$ cat src/design/ddf_pkg.sv
`timescale 1ns / 1ps
`default_nettype none
// ----------------------------------------------------------------------------
// ddf_pkg: shared types, widths and constants of the diode-ladder derivative
// Fixed-point formats, stream item layouts, pipeline stage loads and the
// constant tanh table, built at elaboration with exact integer arithmetic.
// ----------------------------------------------------------------------------
package ddf_pkg;

   // Value formats
   localparam int VALUE_W      = 24;                   // signed Q8.16
   localparam int CTRL_W       = VALUE_W - 1;          // unsigned Q7.16
   localparam int FRAC_W       = 16;
   localparam int FC_W         = CTRL_W + 3;           // 4*K + 0.5
   localparam int FB_PROD_W    = FC_W + 1 + VALUE_W;
   localparam int VFB_W        = FB_PROD_W - FRAC_W;
   localparam int DIFF_W       = VFB_W + 1;

   // Any difference beyond this window already drives tanh into saturation
   localparam int ARG_IN_W     = 21;
   localparam int RECIP_W      = 21;
   localparam int ARG_PROD_W   = ARG_IN_W + RECIP_W + 1;
   localparam int ARG_W        = ARG_PROD_W - FRAC_W;
   localparam int FOUR_W       = FRAC_W + 2;           // bits below 4.0

   localparam int TANH_DEPTH   = 256;
   localparam int TANH_ADDR_W  = $clog2(TANH_DEPTH);
   localparam int POS_W        = FOUR_W + TANH_ADDR_W;
   localparam int TANH_Y_W     = FRAC_W + 1;
   localparam int INTERP_W     = TANH_Y_W + FOUR_W;
   localparam int INTERP_SUM_W = INTERP_W + 1;
   localparam int TANH_OUT_W   = TANH_Y_W + 1;

   localparam int GAIN_W       = CTRL_W;
   localparam int CUT_PROD_W   = CTRL_W + FRAC_W;
   localparam int SUM_W        = TANH_OUT_W + 1;
   localparam int DERIV_PROD_W = GAIN_W + 1 + SUM_W;
   localparam int DERIV_W      = 32;
   localparam int NUM_LANES    = 4;

   localparam int NUM_STAGES   = 8;

   // Constants
   localparam int HALF_Q16 = 2 ** (FRAC_W - 1);
   localparam int HALF_POS = 2 ** (FOUR_W - 1);
   localparam logic [FRAC_W-1:0]   CUT_GAIN  = FRAC_W'(54526);     // 0.832
   localparam logic [FC_W-1:0]     FB_OFFSET = FC_W'(32768);       // 0.5
   localparam logic [RECIP_W-1:0]  RECIP_VT2 = RECIP_W'(1260308);  // 1/0.052
   localparam logic [RECIP_W-1:0]  RECIP_G2  = RECIP_W'(686442);   // 1/0.095472
   localparam logic [RECIP_W-1:0]  RECIP_G6  = RECIP_W'(228814);   // 1/0.286416
   localparam logic [TANH_Y_W-1:0] TANH_ONE  = TANH_Y_W'(65536);
   localparam logic signed [DIFF_W-1:0] ARG_IN_MAX = DIFF_W'(2 ** (ARG_IN_W - 1) - 1);
   localparam logic signed [DIFF_W-1:0] ARG_IN_MIN = ~ARG_IN_MAX;

   // Stream layouts
   localparam int REQ_FIELD_W = 5 * VALUE_W + 2 * CTRL_W;
   localparam int REQ_TDATA_W = ((REQ_FIELD_W + 7) / 8) * 8;
   localparam int REQ_PAD_W   = REQ_TDATA_W - REQ_FIELD_W;
   localparam int RSP_TDATA_W = NUM_LANES * DERIV_W;

   typedef struct packed {
      logic [REQ_PAD_W-1:0]      pad;
      logic signed [VALUE_W-1:0] volt_c4;
      logic signed [VALUE_W-1:0] volt_c3;
      logic signed [VALUE_W-1:0] volt_c2;
      logic signed [VALUE_W-1:0] volt_c1;
      logic [CTRL_W-1:0]         resonance;
      logic [CTRL_W-1:0]         cutoff;
      logic signed [VALUE_W-1:0] sample_in;
   } req_item_type;

   typedef struct packed {
      logic signed [DERIV_W-1:0] deriv_c4;
      logic signed [DERIV_W-1:0] deriv_c3;
      logic signed [DERIV_W-1:0] deriv_c2;
      logic signed [DERIV_W-1:0] deriv_c1;
   } rsp_item_type;

   // One load enable per register stage, first stage in the lowest bit
   typedef struct packed {
      logic back_out;
      logic back_mul;
      logic tanh_out;
      logic tanh_interp;
      logic tanh_look;
      logic tanh_mul;
      logic front_fb;
      logic front_in;
   } stage_load_type;

   typedef logic [TANH_Y_W-1:0] tanh_full_type [0:TANH_DEPTH];
   typedef logic [TANH_Y_W-1:0] tanh_table_type [0:TANH_DEPTH-1];

   // Clamp a difference into the tanh argument window
   function automatic logic signed [ARG_IN_W-1:0] clamp_arg(
      input logic signed [DIFF_W-1:0] v);
      if (v > ARG_IN_MAX) begin
         return ARG_IN_MAX[ARG_IN_W-1:0];
      end else if (v < ARG_IN_MIN) begin
         return ARG_IN_MIN[ARG_IN_W-1:0];
      end
      return v[ARG_IN_W-1:0];
   endfunction

   // Division by the series term index, elaboration only
   function automatic longint unsigned div_small(input longint unsigned x, input int n);
      case (n)
         2:  return x / 2;
         3:  return x / 3;
         4:  return x / 4;
         5:  return x / 5;
         6:  return x / 6;
         7:  return x / 7;
         8:  return x / 8;
         9:  return x / 9;
         10: return x / 10;
         11: return x / 11;
         12: return x / 12;
         13: return x / 13;
         14: return x / 14;
         15: return x / 15;
         16: return x / 16;
         17: return x / 17;
         18: return x / 18;
         19: return x / 19;
         20: return x / 20;
         21: return x / 21;
         22: return x / 22;
         23: return x / 23;
         24: return x / 24;
         default: return x;
      endcase
   endfunction

   // tanh(4i/DEPTH) in Q16: exp series in Q31, three squarings, then the
   // ratio (1-e)/(1+e) rounded to nearest by shift-and-subtract division
   function automatic tanh_full_type build_tanh_full();
      tanh_full_type     tbl;
      longint            sum;
      longint            e;
      longint            num;
      longint            den;
      longint            rem;
      longint            dvs;
      longint unsigned   t;
      logic [FOUR_W-1:0] q;
      for (int i = 0; i <= TANH_DEPTH; i++) begin
         sum = longint'(1) <<< 31;
         t   = 64'd1 << 31;
         for (int n = 1; n <= 24; n++) begin
            t = div_small((t * 64'(i)) / TANH_DEPTH, n);
            if (n[0]) begin
               sum = sum - longint'(t);
            end else begin
               sum = sum + longint'(t);
            end
         end
         e = (sum < 0) ? 0 : ((sum > (longint'(1) <<< 31)) ? (longint'(1) <<< 31) : sum);
         for (int s = 0; s < 3; s++) begin
            e = (e * e + (longint'(1) <<< 30)) >>> 31;
         end
         num = (longint'(1) <<< 31) - e;
         den = (longint'(1) <<< 31) + e;
         rem = (num <<< 17) + den;
         dvs = den <<< 1;
         q   = '0;
         for (int b = FOUR_W - 1; b >= 0; b--) begin
            if (rem >= (dvs <<< b)) begin
               rem  = rem - (dvs <<< b);
               q[b] = 1'b1;
            end
         end
         tbl[i] = q[TANH_Y_W-1:0];
      end
      return tbl;
   endfunction

   function automatic tanh_table_type tanh_lo_of(input tanh_full_type f);
      tanh_table_type r;
      for (int i = 0; i < TANH_DEPTH; i++) begin
         r[i] = f[i];
      end
      return r;
   endfunction

   function automatic tanh_table_type tanh_step_of(input tanh_full_type f);
      tanh_table_type r;
      for (int i = 0; i < TANH_DEPTH; i++) begin
         r[i] = f[i+1] - f[i];
      end
      return r;
   endfunction

   localparam tanh_full_type  TANH_FULL = build_tanh_full();
   localparam tanh_table_type TANH_LO   = tanh_lo_of(TANH_FULL);
   localparam tanh_table_type TANH_STEP = tanh_step_of(TANH_FULL);

endpackage
`default_nettype wire

$ cat src/design/ddf_back.sv
`timescale 1ns / 1ps
`default_nettype none
// ----------------------------------------------------------------------------
// ddf_back: combine tanh terms and scale by the cutoff gain
// Delays the gain alongside the tanh stages, then multiplies and rounds.
// ----------------------------------------------------------------------------
module ddf_back (
   input  wire logic                                  clock,
   input  wire ddf_pkg::stage_load_type               load,
   input  wire logic [ddf_pkg::GAIN_W-1:0]            gain,
   input  wire logic signed [ddf_pkg::TANH_OUT_W-1:0] y_a,
   input  wire logic signed [ddf_pkg::TANH_OUT_W-1:0] y_b,
   input  wire logic signed [ddf_pkg::TANH_OUT_W-1:0] y_c,
   input  wire logic signed [ddf_pkg::TANH_OUT_W-1:0] y_d,
   input  wire logic signed [ddf_pkg::TANH_OUT_W-1:0] y_e,
   output ddf_pkg::rsp_item_type                      item
);

   logic [ddf_pkg::GAIN_W-1:0]              gain_s3_ff, gain_s4_ff, gain_s5_ff, gain_s6_ff;
   logic signed [ddf_pkg::SUM_W-1:0]        sum      [ddf_pkg::NUM_LANES];
   logic signed [ddf_pkg::DERIV_PROD_W-1:0] prod_in  [ddf_pkg::NUM_LANES];
   logic signed [ddf_pkg::DERIV_PROD_W-1:0] prod_ff  [ddf_pkg::NUM_LANES];
   logic [ddf_pkg::DERIV_PROD_W-1:0]        rnd      [ddf_pkg::NUM_LANES];
   logic signed [ddf_pkg::DERIV_W-1:0]      deriv_in [ddf_pkg::NUM_LANES];
   logic signed [ddf_pkg::DERIV_W-1:0]      deriv_ff [ddf_pkg::NUM_LANES];

   always_comb begin
      sum[0] =  ddf_pkg::SUM_W'(y_a) + ddf_pkg::SUM_W'(y_b);
      sum[1] =  ddf_pkg::SUM_W'(y_c) - ddf_pkg::SUM_W'(y_b);
      sum[2] =  ddf_pkg::SUM_W'(y_d) - ddf_pkg::SUM_W'(y_c);
      sum[3] = -ddf_pkg::SUM_W'(y_e) - ddf_pkg::SUM_W'(y_d);
      for (int i = 0; i < ddf_pkg::NUM_LANES; i++) begin
         prod_in[i] = ddf_pkg::DERIV_PROD_W'($signed({1'b0, gain_s6_ff}))
                    * ddf_pkg::DERIV_PROD_W'(sum[i]);
      end
   end

   // The rounded product stays within 2^25, so the 32-bit limits are never
   // reached and sign extension is the saturated value
   always_comb begin
      for (int i = 0; i < ddf_pkg::NUM_LANES; i++) begin
         rnd[i]      = prod_ff[i] + ddf_pkg::DERIV_PROD_W'(ddf_pkg::HALF_Q16);
         deriv_in[i] = ddf_pkg::DERIV_W'($signed(
                          rnd[i][ddf_pkg::DERIV_PROD_W-1:ddf_pkg::FRAC_W]));
      end
   end

   always_ff @(posedge clock) begin
      if (load.tanh_mul) begin
         gain_s3_ff <= gain;
      end
      if (load.tanh_look) begin
         gain_s4_ff <= gain_s3_ff;
      end
      if (load.tanh_interp) begin
         gain_s5_ff <= gain_s4_ff;
      end
      if (load.tanh_out) begin
         gain_s6_ff <= gain_s5_ff;
      end
      if (load.back_mul) begin
         prod_ff <= prod_in;
      end
      if (load.back_out) begin
         deriv_ff <= deriv_in;
      end
   end

   always_comb begin
      item.deriv_c1 = deriv_ff[0];
      item.deriv_c2 = deriv_ff[1];
      item.deriv_c3 = deriv_ff[2];
      item.deriv_c4 = deriv_ff[3];
   end

endmodule
`default_nettype wire

$ cat config.mk
export PLATFORM = sky130hd
export DESIGN_NAME = ddf_back
export DESIGN_NICKNAME = d
export VERILOG_FILES = /design/src/design/ddf_pkg.sv /design/src/design/ddf_back.sv
export SDC_FILE = /design/constraint.sdc
export NUM_CORES = 2
export LEC_CHECK = 0
export BUFFER_PORTS_ARGS = -buffer_cell sky130_fd_sc_hd__buf_4
export CAP_MARGIN = 20
export CORE_MARGIN = 2
export CORE_UTILIZATION = 60
export CTS_CLUSTER_DIAMETER = 60
export CTS_CLUSTER_SIZE = 28
export DETAILED_ROUTE_END_ITERATION = 6
export HOLD_SLACK_MARGIN = 0.12
export MAX_ROUTING_LAYER = met4
export PLACE_DENSITY = 0.77
export SKIP_CTS_REPAIR_TIMING = 1
export SLEW_MARGIN = 15
export SYNTH_ARGS = -nofsm -noshare
export SYNTH_HDL_FRONTEND = slang
export SYNTH_SLANG_ARGS = --single-unit
$ cat constraint.sdc
create_clock -name clock -period 11.35 [get_ports clock]
set_clock_uncertainty 0.1 [all_clocks]
set_input_delay 1.7025 -clock clock [delete_from_list [all_inputs] [get_ports clock]]
set_output_delay 1.7025 -clock clock [all_outputs]
set_load 0.01 [all_outputs]
==> metrics <==
GRT Util Overall=around 32%; flop2flop setup slack=roughly 3000 ps; Worst-Skew Late Latency=approximately 600 ps; Yosys top cell area share=between 30% and 40%; Avg WL per Cell=around 20 um; syn nets=10100; CP Capture Type=register; Initial Util=between 60% and 70%; layout cells sized above 1=8.46%; die width=~350 um; Hold Crit Start=gain_s4_ff[15]; Critical Path End=prod_ff[40]; GR Overflow Total=0; Mapped Cells=between 7000 and 8000; worst reg2reg endpoint=prod_ff[40]; kind of critical path=in2reg; Hold Crit Class=reg2reg; Worst Max-Slew Pin Slew=1200 ps; CP max stage cell=fa_1; largest net degree at the start of global routing=83; asr flop ratio synth=0%; Synth Warn #=0; First DRT Iteration DRCs=around 3800; Num CTS Buffers=35; Netlist Area Pre-Place=around 73000 um^2; Startpoint Class=input port; top post-synthesis cells by area=fa_1, ha_1, edfxtp_1; synthesis-to-finish area growth=7.92%; main flop type after synthesis=edfxtp_1; final setup vio count=0; fin crit share=between 90% and 100%; CP Max Fanout=5; Slew Limit Headroom=around 20%; Placement Setup Slack=-344 ps; DRC=0; initial antenna violation count=10; GPL Wtd Cong=0.939; detail-routed via count per cell=5.67; DRT Pass-1 Iters=6; clk slew on worst S/H paths=about 80 ps; MaxCap Viol Count=0; Critical Path RT=11620 ps; CTS tree=yes; dpl hpwl=143000 um; final wirelength=~190000 um; unrepaired setup endpoints after global routing=yes; H-Tree Depth=2; I/O pin count=250; Sink Count=around 310; Final nets=10200; crit path launch=y_d[1]; num rows=127; vias in the first global route=approximately 58000; # port buffers=approximately 250; chip height=roughly 350 um; EDFF count, synth=between 300 and 400; CORE AREA=120000 um^2; most used cell, CP=fa_1; die area=roughly 120000 um^2; CP top delay family=adder cells; Synth area leader=fa_1; total number of vias=roughly 54000; clk buf depth=3; Root Buffer=clkbuf_16; reg2reg start=gain_s6_ff[9]; Fill cells=~9400; first-pass GRT wire length=between 300000 and 400000 um; WP buf/inv=8; DRT antenna net count=0; Final min period=10960 ps; Netlist cell types=between 70 and 80; Fin. Hold Viols=0; outcome=finished clean; Stages on worst setup path=36; sequential cell area fraction in the yosys report=12.8%; Max Clk Rate=just over 90 MHz; final setup margin=388 ps; Syn Area/Cell=roughly 9.4 um^2; slowest stage delay, CP=around 540 ps; Critical Path AT=approximately 11000 ps; Slew Limit Fails=0; reg2reg path depth=25; Yosys reg bits=~310
-- cells in the mapped netlist (all sizes together) (4+ instances only) --
master   count
ha         753
a21oi      116
a211o        4
o21ai       76
nor3        45
and3b       10
or3          8
clkbuf     371
o2111ai     17
o211ai      11
a311o        4
o21a        18
and3        59
nor3b       54
or2         20
mux2        45
nor2b       60
fa        1424
buf         68
nand2b     135
inv       1725
o211a        5
nand3b      24
o21bai      14
nor4         4
edfxtp     312
a221oi       7
xor2        68
nor2       158
a31oi       11
and2       494
and4         7
nand2     1077
a21boi      16
a21o        67
a311oi      19
o221ai      10
xnor2      187
o31ai        5
nand4       48
a211oi      30
a41o         4
nand3      153
-- layer usage --
| layer | vias to the layer above | GRT usage [%] | wire length [um] |
|---|---|---|---|
| met1 | 27200 | 39.9 | 71500 |
| met3 | 496 | 9.71 | 22600 |
| met2 | 2550 | 50.0 | 87300 |
| met4 | 0 | 11.1 | 7450 |
| li1 | 23800 | - | - |
| met5 | - | - | 0 |
-- worst min path at each step --
stage | endpoint | cells past startpoint
2_1_floorplan | gain_s4_ff[0] | 0
3_3_place_gp | gain_s4_ff[21] | 0
3_5_place_dp | gain_s4_ff[2] | 0
4_1_cts | gain_s4_ff[2] | 0
5_1_grt | gain_s6_ff[6] | 0
6_report | gain_s5_ff[15] | 0
-- final cells by class --
class,instances,area (um^2),share of cell area [%]
multi-input combinational,5299,55600,70.6
inverter,1726,6480,8.23
clock buffer,36,880,1.12
tap,1612,2020,2.56
timing repair buffer,511,4050,5.14
antenna,11,27.5,0.0350
clock inverter,28,373,0.473
sequential,312,9370,11.9
-- layout by cell type, fill, tap and decap left out, drive strengths merged, types with 36 or more instances in the layout --
master / count
a21o: 67
a21oi: 116
and2: 494
and3: 59
buf: 511
clkbuf: 36
edfxtp: 312
fa: 1424
ha: 753
inv: 1740
mux2: 45
nand2: 1077
nand2b: 135
nand3: 153
nand4: 48
nor2: 158
nor2b: 60
nor3: 45
nor3b: 54
o21ai: 76
xnor2: 187
xor2: 68
-- cell families after synthesis --
| kind of cell | after synthesis | synth area share, % |
|---|---|---|
| and+or+nand+nor | 2363 | 15.9 |
| buffers and inverters | 2165 | 11.2 |
| AOI/OAI and AO/OA | 456 | 4.24 |
| muxes | 48 | 0.736 |
| xor gates and xnor gates | 255 | 3.06 |
| adders and majority gates | 2177 | 52.0 |
| DFF | 312 | 12.8 |
-- through the flow --
stage	instances	hold WS [ps]	setup TNS, ps	cell area, um^2	util [%]
after floorplan	7776	300	0	73000	-
after global placement	9460	301	-366	77500	64.4
after detailed placement	9460	305	-2250	77500	64.4
after CTS	9524	320	0	78700	65.4
after global routing	9534	324	-43.8	78800	65.5
final	9535	316	0	78800	65.5
-- worst reg2reg max path: cells and delay by family (launching register included) --
kind	cells	cell delay (ps)
adders and majority gates	8	3650
AOI/OAI and AO/OA	9	2130
buffers and inverters	7	1780
DFF	1	320
and+or+nand+nor	1	150
-- registers in the layout (all words and copies together) (netlist names) --
name and flops:
prod_ff 112, item 108, gain_s5_ff 23, gain_s4_ff 23, gain_s6_ff 23, gain_s3_ff 23
Power is not shown: default switching activity piles up to over one toggle a cycle in this logic, so the estimate is an artifact.
