<file path="config.mk">
export PLATFORM = sky130hd
export DESIGN_NAME = ddf_ctrl
export DESIGN_NICKNAME = d
export VERILOG_FILES = /design/src/design/ddf_pkg.sv /design/src/design/ddf_ctrl.sv
export SDC_FILE = /design/constraint.sdc
export NUM_CORES = 1
export LEC_CHECK = 0
export BUFFER_PORTS_ARGS = -buffer_cell sky130_fd_sc_hd__buf_2
export CAP_MARGIN = 10
export CORE_AREA = 4 4 41 43
export CTS_BUF_LIST = sky130_fd_sc_hd__clkbuf_8
export DETAILED_ROUTE_END_ITERATION = 6
export DIE_AREA = 0 0 45 47
export HOLD_SLACK_MARGIN = 0.1
export PLACE_DENSITY_LB_ADDON = 0.25
export REMOVE_ABC_BUFFERS = 1
export SYNTH_ARGS = -nofsm -noshare
export SYNTH_HDL_FRONTEND = slang
export SYNTH_SLANG_ARGS = --single-unit
export TNS_END_PERCENT = 100
</file>
<file path="constraint.sdc">
create_clock -name clock -period 2.4 [get_ports clock]
set_input_delay 0.12 -clock clock [delete_from_list [all_inputs] [get_ports clock]]
set_output_delay 0.12 -clock clock [all_outputs]
set_load 0.01 [all_outputs]
</file>
<file path="src/design/ddf_pkg.sv">
`timescale 1ns / 1ps
`default_nettype none
// ----------------------------------------------------------------------------
// ddf_pkg: shared types, widths and constants of the diode-ladder derivative
// Fixed-point formats, stream item layouts, pipeline stage loads and the
// constant tanh table, built at elaboration with exact integer arithmetic.
// ----------------------------------------------------------------------------
package ddf_pkg;

   // Value formats
   localparam int VALUE_W      = 24;                   // signed Q8.16
   localparam int CTRL_W       = VALUE_W - 1;          // unsigned Q7.16
   localparam int FRAC_W       = 16;
   localparam int FC_W         = CTRL_W + 3;           // 4*K + 0.5
   localparam int FB_PROD_W    = FC_W + 1 + VALUE_W;
   localparam int VFB_W        = FB_PROD_W - FRAC_W;
   localparam int DIFF_W       = VFB_W + 1;

   // Any difference beyond this window already drives tanh into saturation
   localparam int ARG_IN_W     = 21;
   localparam int RECIP_W      = 21;
   localparam int ARG_PROD_W   = ARG_IN_W + RECIP_W + 1;
   localparam int ARG_W        = ARG_PROD_W - FRAC_W;
   localparam int FOUR_W       = FRAC_W + 2;           // bits below 4.0

   localparam int TANH_DEPTH   = 256;
   localparam int TANH_ADDR_W  = $clog2(TANH_DEPTH);
   localparam int POS_W        = FOUR_W + TANH_ADDR_W;
   localparam int TANH_Y_W     = FRAC_W + 1;
   localparam int INTERP_W     = TANH_Y_W + FOUR_W;
   localparam int INTERP_SUM_W = INTERP_W + 1;
   localparam int TANH_OUT_W   = TANH_Y_W + 1;

   localparam int GAIN_W       = CTRL_W;
   localparam int CUT_PROD_W   = CTRL_W + FRAC_W;
   localparam int SUM_W        = TANH_OUT_W + 1;
   localparam int DERIV_PROD_W = GAIN_W + 1 + SUM_W;
   localparam int DERIV_W      = 32;
   localparam int NUM_LANES    = 4;

   localparam int NUM_STAGES   = 8;

   // Constants
   localparam int HALF_Q16 = 2 ** (FRAC_W - 1);
   localparam int HALF_POS = 2 ** (FOUR_W - 1);
   localparam logic [FRAC_W-1:0]   CUT_GAIN  = FRAC_W'(54526);     // 0.832
   localparam logic [FC_W-1:0]     FB_OFFSET = FC_W'(32768);       // 0.5
   localparam logic [RECIP_W-1:0]  RECIP_VT2 = RECIP_W'(1260308);  // 1/0.052
   localparam logic [RECIP_W-1:0]  RECIP_G2  = RECIP_W'(686442);   // 1/0.095472
   localparam logic [RECIP_W-1:0]  RECIP_G6  = RECIP_W'(228814);   // 1/0.286416
   localparam logic [TANH_Y_W-1:0] TANH_ONE  = TANH_Y_W'(65536);
   localparam logic signed [DIFF_W-1:0] ARG_IN_MAX = DIFF_W'(2 ** (ARG_IN_W - 1) - 1);
   localparam logic signed [DIFF_W-1:0] ARG_IN_MIN = ~ARG_IN_MAX;

   // Stream layouts
   localparam int REQ_FIELD_W = 5 * VALUE_W + 2 * CTRL_W;
   localparam int REQ_TDATA_W = ((REQ_FIELD_W + 7) / 8) * 8;
   localparam int REQ_PAD_W   = REQ_TDATA_W - REQ_FIELD_W;
   localparam int RSP_TDATA_W = NUM_LANES * DERIV_W;

   typedef struct packed {
      logic [REQ_PAD_W-1:0]      pad;
      logic signed [VALUE_W-1:0] volt_c4;
      logic signed [VALUE_W-1:0] volt_c3;
      logic signed [VALUE_W-1:0] volt_c2;
      logic signed [VALUE_W-1:0] volt_c1;
      logic [CTRL_W-1:0]         resonance;
      logic [CTRL_W-1:0]         cutoff;
      logic signed [VALUE_W-1:0] sample_in;
   } req_item_type;

   typedef struct packed {
      logic signed [DERIV_W-1:0] deriv_c4;
      logic signed [DERIV_W-1:0] deriv_c3;
      logic signed [DERIV_W-1:0] deriv_c2;
      logic signed [DERIV_W-1:0] deriv_c1;
   } rsp_item_type;

   // One load enable per register stage, first stage in the lowest bit
   typedef struct packed {
      logic back_out;
      logic back_mul;
      logic tanh_out;
      logic tanh_interp;
      logic tanh_look;
      logic tanh_mul;
      logic front_fb;
      logic front_in;
   } stage_load_type;

   typedef logic [TANH_Y_W-1:0] tanh_full_type [0:TANH_DEPTH];
   typedef logic [TANH_Y_W-1:0] tanh_table_type [0:TANH_DEPTH-1];

   // Clamp a difference into the tanh argument window
   function automatic logic signed [ARG_IN_W-1:0] clamp_arg(
      input logic signed [DIFF_W-1:0] v);
      if (v > ARG_IN_MAX) begin
         return ARG_IN_MAX[ARG_IN_W-1:0];
      end else if (v < ARG_IN_MIN) begin
         return ARG_IN_MIN[ARG_IN_W-1:0];
      end
      return v[ARG_IN_W-1:0];
   endfunction

   // Division by the series term index, elaboration only
   function automatic longint unsigned div_small(input longint unsigned x, input int n);
      case (n)
         2:  return x / 2;
         3:  return x / 3;
         4:  return x / 4;
         5:  return x / 5;
         6:  return x / 6;
         7:  return x / 7;
         8:  return x / 8;
         9:  return x / 9;
         10: return x / 10;
         11: return x / 11;
         12: return x / 12;
         13: return x / 13;
         14: return x / 14;
         15: return x / 15;
         16: return x / 16;
         17: return x / 17;
         18: return x / 18;
         19: return x / 19;
         20: return x / 20;
         21: return x / 21;
         22: return x / 22;
         23: return x / 23;
         24: return x / 24;
         default: return x;
      endcase
   endfunction

   // tanh(4i/DEPTH) in Q16: exp series in Q31, three squarings, then the
   // ratio (1-e)/(1+e) rounded to nearest by shift-and-subtract division
   function automatic tanh_full_type build_tanh_full();
      tanh_full_type     tbl;
      longint            sum;
      longint            e;
      longint            num;
      longint            den;
      longint            rem;
      longint            dvs;
      longint unsigned   t;
      logic [FOUR_W-1:0] q;
      for (int i = 0; i <= TANH_DEPTH; i++) begin
         sum = longint'(1) <<< 31;
         t   = 64'd1 << 31;
         for (int n = 1; n <= 24; n++) begin
            t = div_small((t * 64'(i)) / TANH_DEPTH, n);
            if (n[0]) begin
               sum = sum - longint'(t);
            end else begin
               sum = sum + longint'(t);
            end
         end
         e = (sum < 0) ? 0 : ((sum > (longint'(1) <<< 31)) ? (longint'(1) <<< 31) : sum);
         for (int s = 0; s < 3; s++) begin
            e = (e * e + (longint'(1) <<< 30)) >>> 31;
         end
         num = (longint'(1) <<< 31) - e;
         den = (longint'(1) <<< 31) + e;
         rem = (num <<< 17) + den;
         dvs = den <<< 1;
         q   = '0;
         for (int b = FOUR_W - 1; b >= 0; b--) begin
            if (rem >= (dvs <<< b)) begin
               rem  = rem - (dvs <<< b);
               q[b] = 1'b1;
            end
         end
         tbl[i] = q[TANH_Y_W-1:0];
      end
      return tbl;
   endfunction

   function automatic tanh_table_type tanh_lo_of(input tanh_full_type f);
      tanh_table_type r;
      for (int i = 0; i < TANH_DEPTH; i++) begin
         r[i] = f[i];
      end
      return r;
   endfunction

   function automatic tanh_table_type tanh_step_of(input tanh_full_type f);
      tanh_table_type r;
      for (int i = 0; i < TANH_DEPTH; i++) begin
         r[i] = f[i+1] - f[i];
      end
      return r;
   endfunction

   localparam tanh_full_type  TANH_FULL = build_tanh_full();
   localparam tanh_table_type TANH_LO   = tanh_lo_of(TANH_FULL);
   localparam tanh_table_type TANH_STEP = tanh_step_of(TANH_FULL);

endpackage
`default_nettype wire

</file>
<file path="src/design/ddf_ctrl.sv">
`timescale 1ns / 1ps
`default_nettype none
// ----------------------------------------------------------------------------
// ddf_ctrl: valid chain of the derivative pipeline
// Tracks one valid bit per stage and lets each stage advance when the stage
// after it is empty or moving, so bubbles close up under a stall.
// ----------------------------------------------------------------------------
module ddf_ctrl (
   input  wire logic                  clock,
   input  wire logic                  reset,
   input  wire logic                  in_valid,
   output logic                       in_ready,
   output logic                       out_valid,
   input  wire logic                  out_ready,
   output ddf_pkg::stage_load_type    load
);

   logic [ddf_pkg::NUM_STAGES:1]   valid_ff;
   logic [ddf_pkg::NUM_STAGES:1]   valid_in;
   logic [ddf_pkg::NUM_STAGES+1:1] advance;
   logic [ddf_pkg::NUM_STAGES:0]   valid_up;
   logic [ddf_pkg::NUM_STAGES:1]   load_vec;

   always_comb begin
      advance[ddf_pkg::NUM_STAGES+1] = out_ready;
      for (int k = ddf_pkg::NUM_STAGES; k >= 1; k--) begin
         advance[k] = !valid_ff[k] || advance[k+1];
      end
      valid_up = {valid_ff, in_valid};
      for (int k = 1; k <= ddf_pkg::NUM_STAGES; k++) begin
         valid_in[k] = advance[k] ? valid_up[k-1] : valid_ff[k];
         load_vec[k] = advance[k] && valid_up[k-1];
      end
   end

   always_ff @(posedge clock) begin
      if (reset) begin
         valid_ff <= '0;
      end else begin
         valid_ff <= valid_in;
      end
   end

   assign in_ready  = advance[1];
   assign out_valid = valid_ff[ddf_pkg::NUM_STAGES];
   assign load      = ddf_pkg::stage_load_type'(load_vec);

   a_full_when_blocked: assert property (@(posedge clock) disable iff (reset)
      !in_ready |-> &valid_ff)
      else $error("input blocked while a stage is empty");

   a_ready_passes: assert property (@(posedge clock) disable iff (reset)
      out_ready |-> in_ready)
      else $error("output ready did not reach the input");

   a_accept_enters: assert property (@(posedge clock) disable iff (reset)
      in_valid && in_ready |=> valid_ff[1])
      else $error("accepted item missing from first stage");

   a_item_count: assert property (@(posedge clock) disable iff (reset)
      1'b1 |=> $countones(valid_ff) == $past($countones(valid_ff))
         + int'($past(in_valid && in_ready)) - int'($past(out_valid && out_ready)))
      else $error("item lost or duplicated in the pipeline");

endmodule
`default_nettype wire

</file>
==> qor.txt, run 1 <==
Hold crit path type -> in2reg
Max FFs per register -> 8
RSZ-0062 raised after global routing -> no
Die H -> 47 um
Top flop regs -> valid_ff: 8 flops
Die X -> 45 um
Core area -> 1301 um^2
Pre-CTS setup slack -> 1081 ps
Worst path bufs/invs -> 1
Syn Area/Cell -> 9.277 um^2
Cells after Synth -> 41
Cell variety after synth -> 16
Top cells by area, synth -> dfxtp_1 42%, nor2_1 6.9%, a21boi_0 5.9%, nand4_4 5.6%, a21oi_1 5.3%
Final hold violations -> 0
Post-CTS resize count -> 0
Antenna Violating Nets Remaining -> 0
CP Cell Sequence -> and4b_2 -> nand4_4 -> and2_1 -> buf_2
Min setup slack post-route -> 853.1 ps
# nets final -> 61
Pins over their slew limit -> 0
Remaining DRCs -> 0
Post-synth top area share -> 42.11%
CP max stage cell -> and4b_2
Setup slack, reg-to-reg -> 1280 ps
RR Endpoint -> valid_ff[1]
Initial antenna violation count -> 0
Max_cap viols -> 0
Post-synth EDFFs -> 0
Post-CTS Setup Inserts -> 0
Cts bufs inserted -> 3
Req. time, crit path -> 2280 ps
Final WL -> 698 um
Commonest cells in the netlist -> 8 x dfxtp_1, 7 x nor2_1, 4 x a21oi_1, 4 x inv_1, 3 x a21boi_0
Mapped cell area -> 380.4 um^2
Fin crit period -> 1547 ps
Reg with most FFs -> valid_ff
Synth warnings -> 0
Via count -> 311
R2R depth -> 3
Post-synth ARST share -> 0%
Ant diodes -> 0
Clock tree buffer depth -> 2
WP data arrival -> 1430 ps
Row count -> 13
Gr usage total -> 7.369%
WHS Endpoint -> valid_ff[1]
CP Max Fanout -> 11
FF-to-FF Start -> valid_ff[8]
Vias in the first global route -> 261
Initial drt markers -> 1
Initial Util -> 29.23%
Share of layout cells above drive strength 1 -> 41.82%
Dpl hpwl -> 518.9 um
Startpoint types -> flip-flop
Die footprint -> 2115 um^2
Crit. End Element -> output port
Slew margin rel. -> 82.86%
Yosys reg bits -> 8
Hold depth -> 3
Number of port buffers -> 13
Fmax -> 646.5 MHz
Post-synthesis sequential area ratio -> 42.11%
Total congestion overflow -> 0
Period utilisation layout -> 64.45%
H-tree depth -> 1
Status -> complete, no violations
Hold_buf cts -> 0
Final GP Congestion -> 0.7002
Leak pwr -> 0.2294 nW
Setup Viol. Count Final -> 0
Pre-Repair DR Iteration Count -> 2
Max incr delay on CP -> 410 ps
TNS Setup -> 0 ps
Clock Latency Late Sink -> 230 ps
CTS sink cnt -> 8
DR WL/cell -> 9.971 um
Reg clk slew, reported paths -> 40 ps
Main flop type after synthesis -> dfxtp_1
Ports -> 14
Worst VDD drop -> 0.2027 mV
Clock Skew -> 4.300 ps
TritonCTS clock tree -> yes
Largest net degree at the start of global routing -> 12
Hold Path Origin -> in_valid
P per Cell Area -> 642.7 nW/um^2
Synth-to-Final Area Change -> 28.95%
CP Class -> reg2out
DR vias/cell -> 4.443
Top-count cell post-synth -> dfxtp_1
Leading area contributor after synthesis -> dfxtp_1
Slew @ Worst Pin -> 257.0 ps
First-pass GRT wire length -> 1069 um
Root buf cell -> clkbuf_8
CP delay by family, top -> simple AND/OR/NAND/NOR gates
## area by class of cell
class | count | area, um^2
tap | 15 | 18.77
multi-input combinational | 27 | 190.2
inverter | 4 | 15.01
fill | 157 | 810.8
clock buffer | 3 | 41.29
sequential | 8 | 160.2
timing repair buffer | 13 | 65.06
## per-layer routing
metal  global-route usage, %  part of all wire (%)  routed length (um)
met1                   9.404                    51                 353
met2                   8.757                    39                 273
met3                   4.598                    10                  72
met4                   5.263                     0                   0
met5                       0                     0                   0
## how the worst max path moves through the flow
stage | end | startpoint | depth (start not counted) | slack [ps]
4_1_cts | load[0] | valid_ff[8] | 4 | 840
3_3_place_gp | load[0] | valid_ff[8] | 4 | 1100
3_5_place_dp | load[0] | valid_ff[8] | 4 | 1080
2_1_floorplan | load[0] | valid_ff[8] | 3 | 1150
5_1_grt | load[0] | valid_ff[8] | 4 | 770
6_report | load[0] | valid_ff[8] | 4 | 850
## worst reg2reg max path, stage by stage (launching register included)
cell,delay [ps]
dfxtp_1,360
and4b_2,410
nand4_4,130
a21oi_1,150
## cell usage in the layout, fill, tap and decap left out
cell,instances
buf_2,13
dfxtp_1,8
nor2_1,7
inv_1,4
a21oi_1,4
a21boi_0,3
clkbuf_8,3
a31oi_1,2
nor2b_1,2
nand3_2,2
a21oi_2,2
and4b_2,1
and3_4,1
nand4_4,1
and2_1,1
and3b_1,1
## power by group
part | leakage [nW] | internal, mW | switching (mW)
logic | 0.143 | 0.00745 | 0.00910
registers | 0.0650 | 0.136 | 0.00307
clock network | 0.0216 | 0.108 | 0.0509
## per-stage QoR
step	util [%]	hold WS (ps)	power, mW	instance area, um^2	std cells
3_3_place_gp	34.52	376.4	0.1583	449.2	67
4_1_cts	37.69	131.3	0.3201	490.5	70
5_1_grt	37.69	143.3	0.3283	490.5	70
2_1_floorplan	-	182.4	0.1491	365.4	39
3_5_place_dp	34.52	366.7	0.1582	449.2	67
6_report	37.69	136.1	0.3152	490.5	70
## cells by family (layout without fill, tap and decap cells)
group / after synthesis / in the layout / synth area share, %
buf+inv: 6 / 20 / 7.892
simple gates: 16 / 16 / 30.92
flops: 8 / 8 / 42.10
compound gates: 11 / 11 / 19.08
Note: power is estimated with default switching activity, not from simulation.
==> run 2: changes to the inputs <==
--- a/config.mk
+++ b/config.mk
@@ -5,6 +5,7 @@
 export SDC_FILE = /design/constraint.sdc
 export NUM_CORES = 1
 export LEC_CHECK = 0
+export ABC_AREA = 1
 export BUFFER_PORTS_ARGS = -buffer_cell sky130_fd_sc_hd__buf_2
 export CAP_MARGIN = 10
 export CORE_AREA = 4 4 41 43
==> constraint.sdc (replaced) <==
create_clock -name clock -period 1.44 [get_ports clock]
set_input_delay 0.072 -clock clock [delete_from_list [all_inputs] [get_ports clock]]
set_output_delay 0.072 -clock clock [all_outputs]
set_load 0.01 [all_outputs]
==> run 2 against run 1 <==
Compared with the run above:
- via count up 8.7%
- synthesized area down 4.9%
- global-route usage up 0.55 points
- power up 66%
- critical path type unchanged
- hold slack worse by 27 ps
==> qor.txt, run 2 <==
Hold Path Origin -> reset
Post-synthesis adder-cell area fraction -> 0% (unchanged)
Post-synthesis xor/xnor area fraction -> 0% (unchanged)
Row count -> 13 (unchanged)
Commonest cells in the netlist -> 11 x inv_1, 9 x nor2_1, 8 x dfxtp_1
Initial Util -> 27.79% (-1.4 points)
CTS sink cnt -> 8 (unchanged)
Final hold violations -> 0 (unchanged)
Slew @ Worst Pin -> 209.3 ps (-47.69 ps)
Post-synth ARST share -> 0% (unchanged)
Die H -> 47 um (unchanged)
WHS Endpoint -> valid_ff[1]
Cts bufs inserted -> 3 (unchanged)
Hold_ws -> 108.7 ps (-27.43 ps)
Pins over their slew limit -> 0 (unchanged)
Die footprint -> 2115 um^2 (unchanged)
Via count -> 338 (+8.7%)
Final GP Congestion -> 0.6539 (-6.6%)
Top cells by area, synth -> dfxtp_1 44%, inv_1 11%, nor2_1 9.3%, nand2_1 7.3%, a21oi_1 6.9%
Req. time, crit path -> 1370 ps (-910 ps)
Synth warnings -> 0 (unchanged)
H-tree depth -> 1 (unchanged)
Max_cap viols -> 0 (unchanged)
Status -> complete, no violations
# nets final -> 74 (+21%)
Clock tree buffer depth -> 2 (unchanged)
Cells after Synth -> 48 (+17%)
Commonest non-fill, non-tap cell in the layout -> buf_2
Largest net degree at the start of global routing -> 9 (-3)
Dpl hpwl -> 506.5 um (-2.4%)
Main combinational cell family by area after synthesis -> simple AND/OR/NAND/NOR gates
Cell variety after synth -> 13 (-3)
CP Max Fanout -> 4 (-7)
Mapped cell area -> 361.6 um^2 (-4.9%)
Fmax -> 744.2 MHz
Share of layout cells above drive strength 1 -> 44.12% (+2.3 points)
Post-Synth Simple-Gate Area -> 31.83% (+0.91 points)
Hold depth -> 2 (-1)
Top-count cell post-synth -> inv_1
Leak pwr -> 0.3079 nW (+34%)
Worst VDD drop -> 0.3770 mV (+86%)
Yosys reg bits -> 8 (unchanged)
Main flop type after synthesis -> dfxtp_1
RR Endpoint -> valid_ff[1]
Max FFs per register -> 8 (unchanged)
Number of port buffers -> 13 (unchanged)
Design Power -> 523.9 uW (+66%)
Hold_buf cts -> 0 (unchanged)
Ports -> 14 (unchanged)
Ant diodes -> 0 (unchanged)
Post-route cell area -> 524.3 um^2 (+6.9%)
Sequential cell area -> 163.9 um^2 (+2.3%)
Setup slack, reg-to-reg -> 320 ps (-960 ps)
Initial drt markers -> 2 (+1)
Leading area contributor after synthesis -> dfxtp_1
Initial antenna violation count -> 0 (unchanged)
Vias in the first global route -> 282 (+8.0%)
Fin crit period -> 1344 ps
First-pass GRT wire length -> 1104 um (+3.3%)
Mux contribution to synthesized area -> 0% (unchanged)
Top flop regs -> valid_ff: 8 flops
Startpoint types -> flip-flop
TritonCTS clock tree -> yes
Post-synthesis sequential area ratio -> 44.29% (+2.2 points)
Post-synth EDFFs -> 0 (unchanged)
Clock Skew -> 1.237 ps (-3.063 ps)
Crit. End Element -> output port
Reg with most FFs -> valid_ff
Core area -> 1301 um^2 (unchanged)
Hold crit path type -> in2reg
Antenna Violating Nets Remaining -> 0 (unchanged)
CP Class -> reg2out
Post-synth top area share -> 44.29% (+2.2 points)
Die X -> 45 um (unchanged)
WP data arrival -> 1270 ps (-160 ps)
Multi-input logic area -> 148.9 um^2 (-22%)
Remaining DRCs -> 0 (unchanged)
Clock Latency Late Sink -> 230 ps (about the same)
Period utilisation layout -> 93.31%
DR vias/cell -> 4.072 (-8.3%)
R2R depth -> 5 (+2)
CP startpoint -> valid_ff[7]
TNS Setup -> 0 ps (unchanged)
Post-place instance area -> 441.7 um^2 (-1.7%)
Syn Area/Cell -> 7.533 um^2 (-19%)
Root buf cell -> clkbuf_8
Gr usage total -> 7.924% (+0.55 points)
Slew margin rel. -> 86.00% (+3.1 points)
# fillers -> 152 (-3.2%)
Final WL -> 705 um (+1.0%)
Total congestion overflow -> 0 (unchanged)
FF-to-FF Start -> valid_ff[7]
DR WL/cell -> 8.494 um (-15%)
Setup Viol. Count Final -> 0 (unchanged)
Pre-Repair DR Iteration Count -> 4 (+2)
Reg clk slew, reported paths -> 40 ps (about the same)
Most frequent cells in the layout -> 13 x buf_2, 11 x inv_1, 9 x nor2_1
Synth-to-Final Area Change -> 44.98%
P per Cell Area -> 999.3 nW/um^2 (+55%)
Complex-gate fraction of the synthesized area -> 9.343% (-9.7 points)
run 2: changes by cell type in the layout (fill, tap and decap cells not counted), sizes merged:
cell	change
a21boi	-3
inv	+9
a31oi	-2
and4b	-1
nor3	+1
nand2	+7
nand4	+1
nor2	+2
nand3	-1
nor2b	-2
and3	-1
and3b	-1
buf	+5
and2	-1
run 2: cell families (layout without fill, tap and decap cells):
| group | after synthesis | after routing |
|---|---|---|
| AO/OA/AOI/OAI | 6 | 6 |
| flip-flops | 8 | 8 |
| AND/OR/NAND/NOR | 20 | 20 |
| buffers and inverters | 14 | 34 |
run 2: final cells by class:
type	count	share of cell area [%]
Timing Repair Buffer	18	19.57
Sequential cell	8	31.26
Clock buffer	3	7.876
Tap cell	15	3.580
Inverter	13	9.308
Multi-Input combinational cell	26	28.40
run 2: worst max-delay path by stage:
stage / endpoint / cells after the start
global placement: load[0] / 6
global route: load[0] / 6
detailed placement: load[0] / 6
finish: load[0] / 6
floorplan: load[0] / 5
CTS: load[0] / 6
run 2: per-layer routing:
layer | up-vias | part of all wire (%) | routed length [um] | GRT usage (%)
li1 | 182 | - | - | -
met1 | 139 | 46 | 324 | 8.945
met2 | 15 | 41 | 287 | 10.45
met3 | 2 | 9.5 | 67 | 2.299
met4 | 0 | 3.5 | 25 | 10.53
met5 | - | 0 | 0 | 0
run 2: worst max-delay path, cell delays in order (launching register included):
cell and delay, ps:
dfxtp_2 350, nand4_4 130, nor3_4 190, nand4_2 140, inv_1 70, nor2_1 30, buf_2 130
run 2: repair_timing:
item / CTS / global route
endpoints found under the setup margin: 1 / 4
resized for setup: 3 / 1
setup buffers: 3 / 2
pin swaps: 3 / 3
run 2: where the power goes:
part | internal, mW | switching, mW
registers | 0.227 | 0.00399
clock network | 0.181 | 0.0840
logic | 0.0116 | 0.0164
run 2: metrics by stage:
stage | cells | utilization (%) | setup slack (ps)
2_1_floorplan | 47 | - | 296.6
3_3_place_gp | 75 | 33.94 | 233.6
3_5_place_dp | 75 | 33.94 | 225.1
4_1_cts | 81 | 39.13 | -0.7448
5_1_grt | 83 | 40.29 | -1.006
6_report | 83 | 40.29 | 96.33
==> run 3: changes to the inputs <==
--- a/config.mk
+++ b/config.mk
@@ -15,6 +15,7 @@
 export HOLD_SLACK_MARGIN = 0.1
 export PLACE_DENSITY_LB_ADDON = 0.25
 export REMOVE_ABC_BUFFERS = 1
+export SETUP_SLACK_MARGIN = 0.2
 export SYNTH_ARGS = -nofsm -noshare
 export SYNTH_HDL_FRONTEND = slang
 export SYNTH_SLANG_ARGS = --single-unit
==> run 3 against run 2 <==
Compared with the run above:
- clock power about the same
- routed wire length increased by 9.6%
- count of clock-buffer cells in the layout unchanged
- hold slack got worse by 1.9 ps
- design area increased by 6.7%
- die area unchanged
- register-to-register slack about the same
- critical endpoint is now load[3]
==> qor.txt, run 3 (synthesis results as in run 2) <==
Period utilisation layout -> 94.27% (+0.96 points)
DR vias/cell -> 4.141 (+1.7%)
Req. time, crit path -> 1370 ps (about the same)
Clock Skew -> 1.292 ps (+0.05476 ps)
Die footprint -> 2115 um^2 (unchanged)
Max FFs per register -> 8 (unchanged)
P per Cell Area -> 943.4 nW/um^2 (-5.6%)
H-tree depth -> 1 (unchanged)
Die X -> 45 um (unchanged)
Total congestion overflow -> 0 (unchanged)
Initial Util -> 27.79% (unchanged)
Max incr delay on CP -> 350 ps (about the same)
Post-route cell area -> 559.3 um^2 (+6.7%)
Dpl hpwl -> 506.5 um (unchanged)
Gr usage total -> 7.924% (unchanged)
Antenna Violating Nets Remaining -> 0 (unchanged)
Vias in the first global route -> 282 (unchanged)
WP data arrival -> 1290 ps (+20 ps)
Reg with most FFs -> valid_ff
Via count -> 352 (+4.1%)
TNS Setup -> 0 ps (unchanged)
Largest net degree at the start of global routing -> 9 (unchanged)
Final core occ -> 42.98% (+2.7 points)
Hold crit path type -> in2reg
First-pass GRT wire length -> 1104 um (unchanged)
Slew margin rel. -> 86.13% (+0.13 points)
Die H -> 47 um (unchanged)
Status -> complete, no violations
Leak pwr -> 0.3172 nW (+3.0%)
Cts bufs inserted -> 3 (unchanged)
Ports -> 14 (unchanged)
CP Class -> reg2out
Fmax -> 736.7 MHz (-1.0%)
Top flop regs -> valid_ff: 8 flops
Slew @ Worst Pin -> 207.4 ps (-1.909 ps)
Clock tree buffer depth -> 2 (unchanged)
Most frequent cells in the layout -> 12 x buf_2, 10 x inv_1, 8 x nor2_1
Final hold violations -> 0 (unchanged)
Design Power -> 527.6 uW (+0.71%)
Core area -> 1301 um^2 (unchanged)
Share of layout cells above drive strength 1 -> 50.00% (+5.9 points)
Root buf cell -> clkbuf_8
Reg clk slew, reported paths -> 40 ps (about the same)
Commonest non-fill, non-tap cell in the layout -> buf_2
Hold_ws -> 106.8 ps (-1.875 ps)
RSZ-0062 raised after global routing -> yes
CTS sink cnt -> 8 (unchanged)
Worst VDD drop -> 0.3733 mV (-0.98%)
Initial antenna violation count -> 0 (unchanged)
CP max stage cell -> dfxtp_2
Number of port buffers -> 13 (unchanged)
Ant diodes -> 0 (unchanged)
Setup Viol. Count Final -> 0 (unchanged)
Worst path bufs/invs -> 3 (+1)
TritonCTS clock tree -> yes
DR WL/cell -> 9.094 um (+7.1%)
Crit. End Element -> output port
Fin crit period -> 1357 ps (+13.83 ps)
Post-place instance area -> 441.7 um^2 (unchanged)
Hold_buf cts -> 0 (unchanged)
Startpoint types -> flip-flop
# fillers -> 148 (-2.6%)
Final WL -> 773 um (+9.6%)
# nets final -> 76 (+2.7%)
Remaining DRCs -> 0 (unchanged)
Synth-to-Final Area Change -> 54.67%
Initial drt markers -> 4 (+2)
Final GP Congestion -> 0.6539 (unchanged)
Max_cap viols -> 0 (unchanged)
Pre-Repair DR Iteration Count -> 2 (-2)
Pins over their slew limit -> 0 (unchanged)
Row count -> 13 (unchanged)
CP delay by family, top -> buffers and inverters
CP Max Fanout -> 4 (unchanged)
Clock Latency Late Sink -> 230 ps (about the same)
Setup slack, reg-to-reg -> 320 ps (about the same)
Crit-path most repeated cell -> buf_6
CP Cell Sequence -> nand4_4 -> nor3_4 -> buf_4 -> buf_6 -> nor2_4 -> buf_6
run 3: final timing paths:
path	start	end	depth (start not counted)
worst max register to register	valid_ff[7]	valid_ff[1]	5
worst min-delay path	reset	valid_ff[1]	2
worst min register to register	valid_ff[4]	valid_ff[5]	2
worst max-delay path	valid_ff[7]	load[3]	6
run 3: area by class of cell:
| class | instances | area [um^2] | area share, % |
|---|---|---|---|
| Multi-Input combinational cell | 26 | 158.9 | 28.41 |
| Tap cell | 15 | 18.77 | 3.356 |
| Sequential cell | 8 | 163.9 | 29.31 |
| Clock buffer | 3 | 41.29 | 7.383 |
| Timing Repair Buffer | 20 | 127.6 | 22.82 |
| Inverter | 13 | 48.80 | 8.725 |
run 3: layer usage:
layer / GRT usage (%) / wire length [um]
met3: 2.299 / 77
met1: 8.945 / 338
met5: 0 / 0
met2: 10.45 / 331
met4: 10.53 / 25
run 3: what timing repair did:
item / 4_1_cts / 5_1_grt
gates resized for setup: 4 / 6
endpoints found under the setup margin: 5 / 7
pin swaps: 3 / 4
buffers inserted: 3 / 4
run 3: where the power goes:
group          switching [mW]  internal (mW)
registers             0.00393          0.227
clock network          0.0850          0.181
logic                  0.0176         0.0132
total                   0.107          0.421
run 3: stage by stage:
stage | instances | setup slack [ps]
floorplan | 47 | 296.6
global placement | 75 | 233.6
detailed placement | 75 | 225.1
CTS | 81 | -0.7448
global route | 85 | 9.267
finish | 85 | 82.51
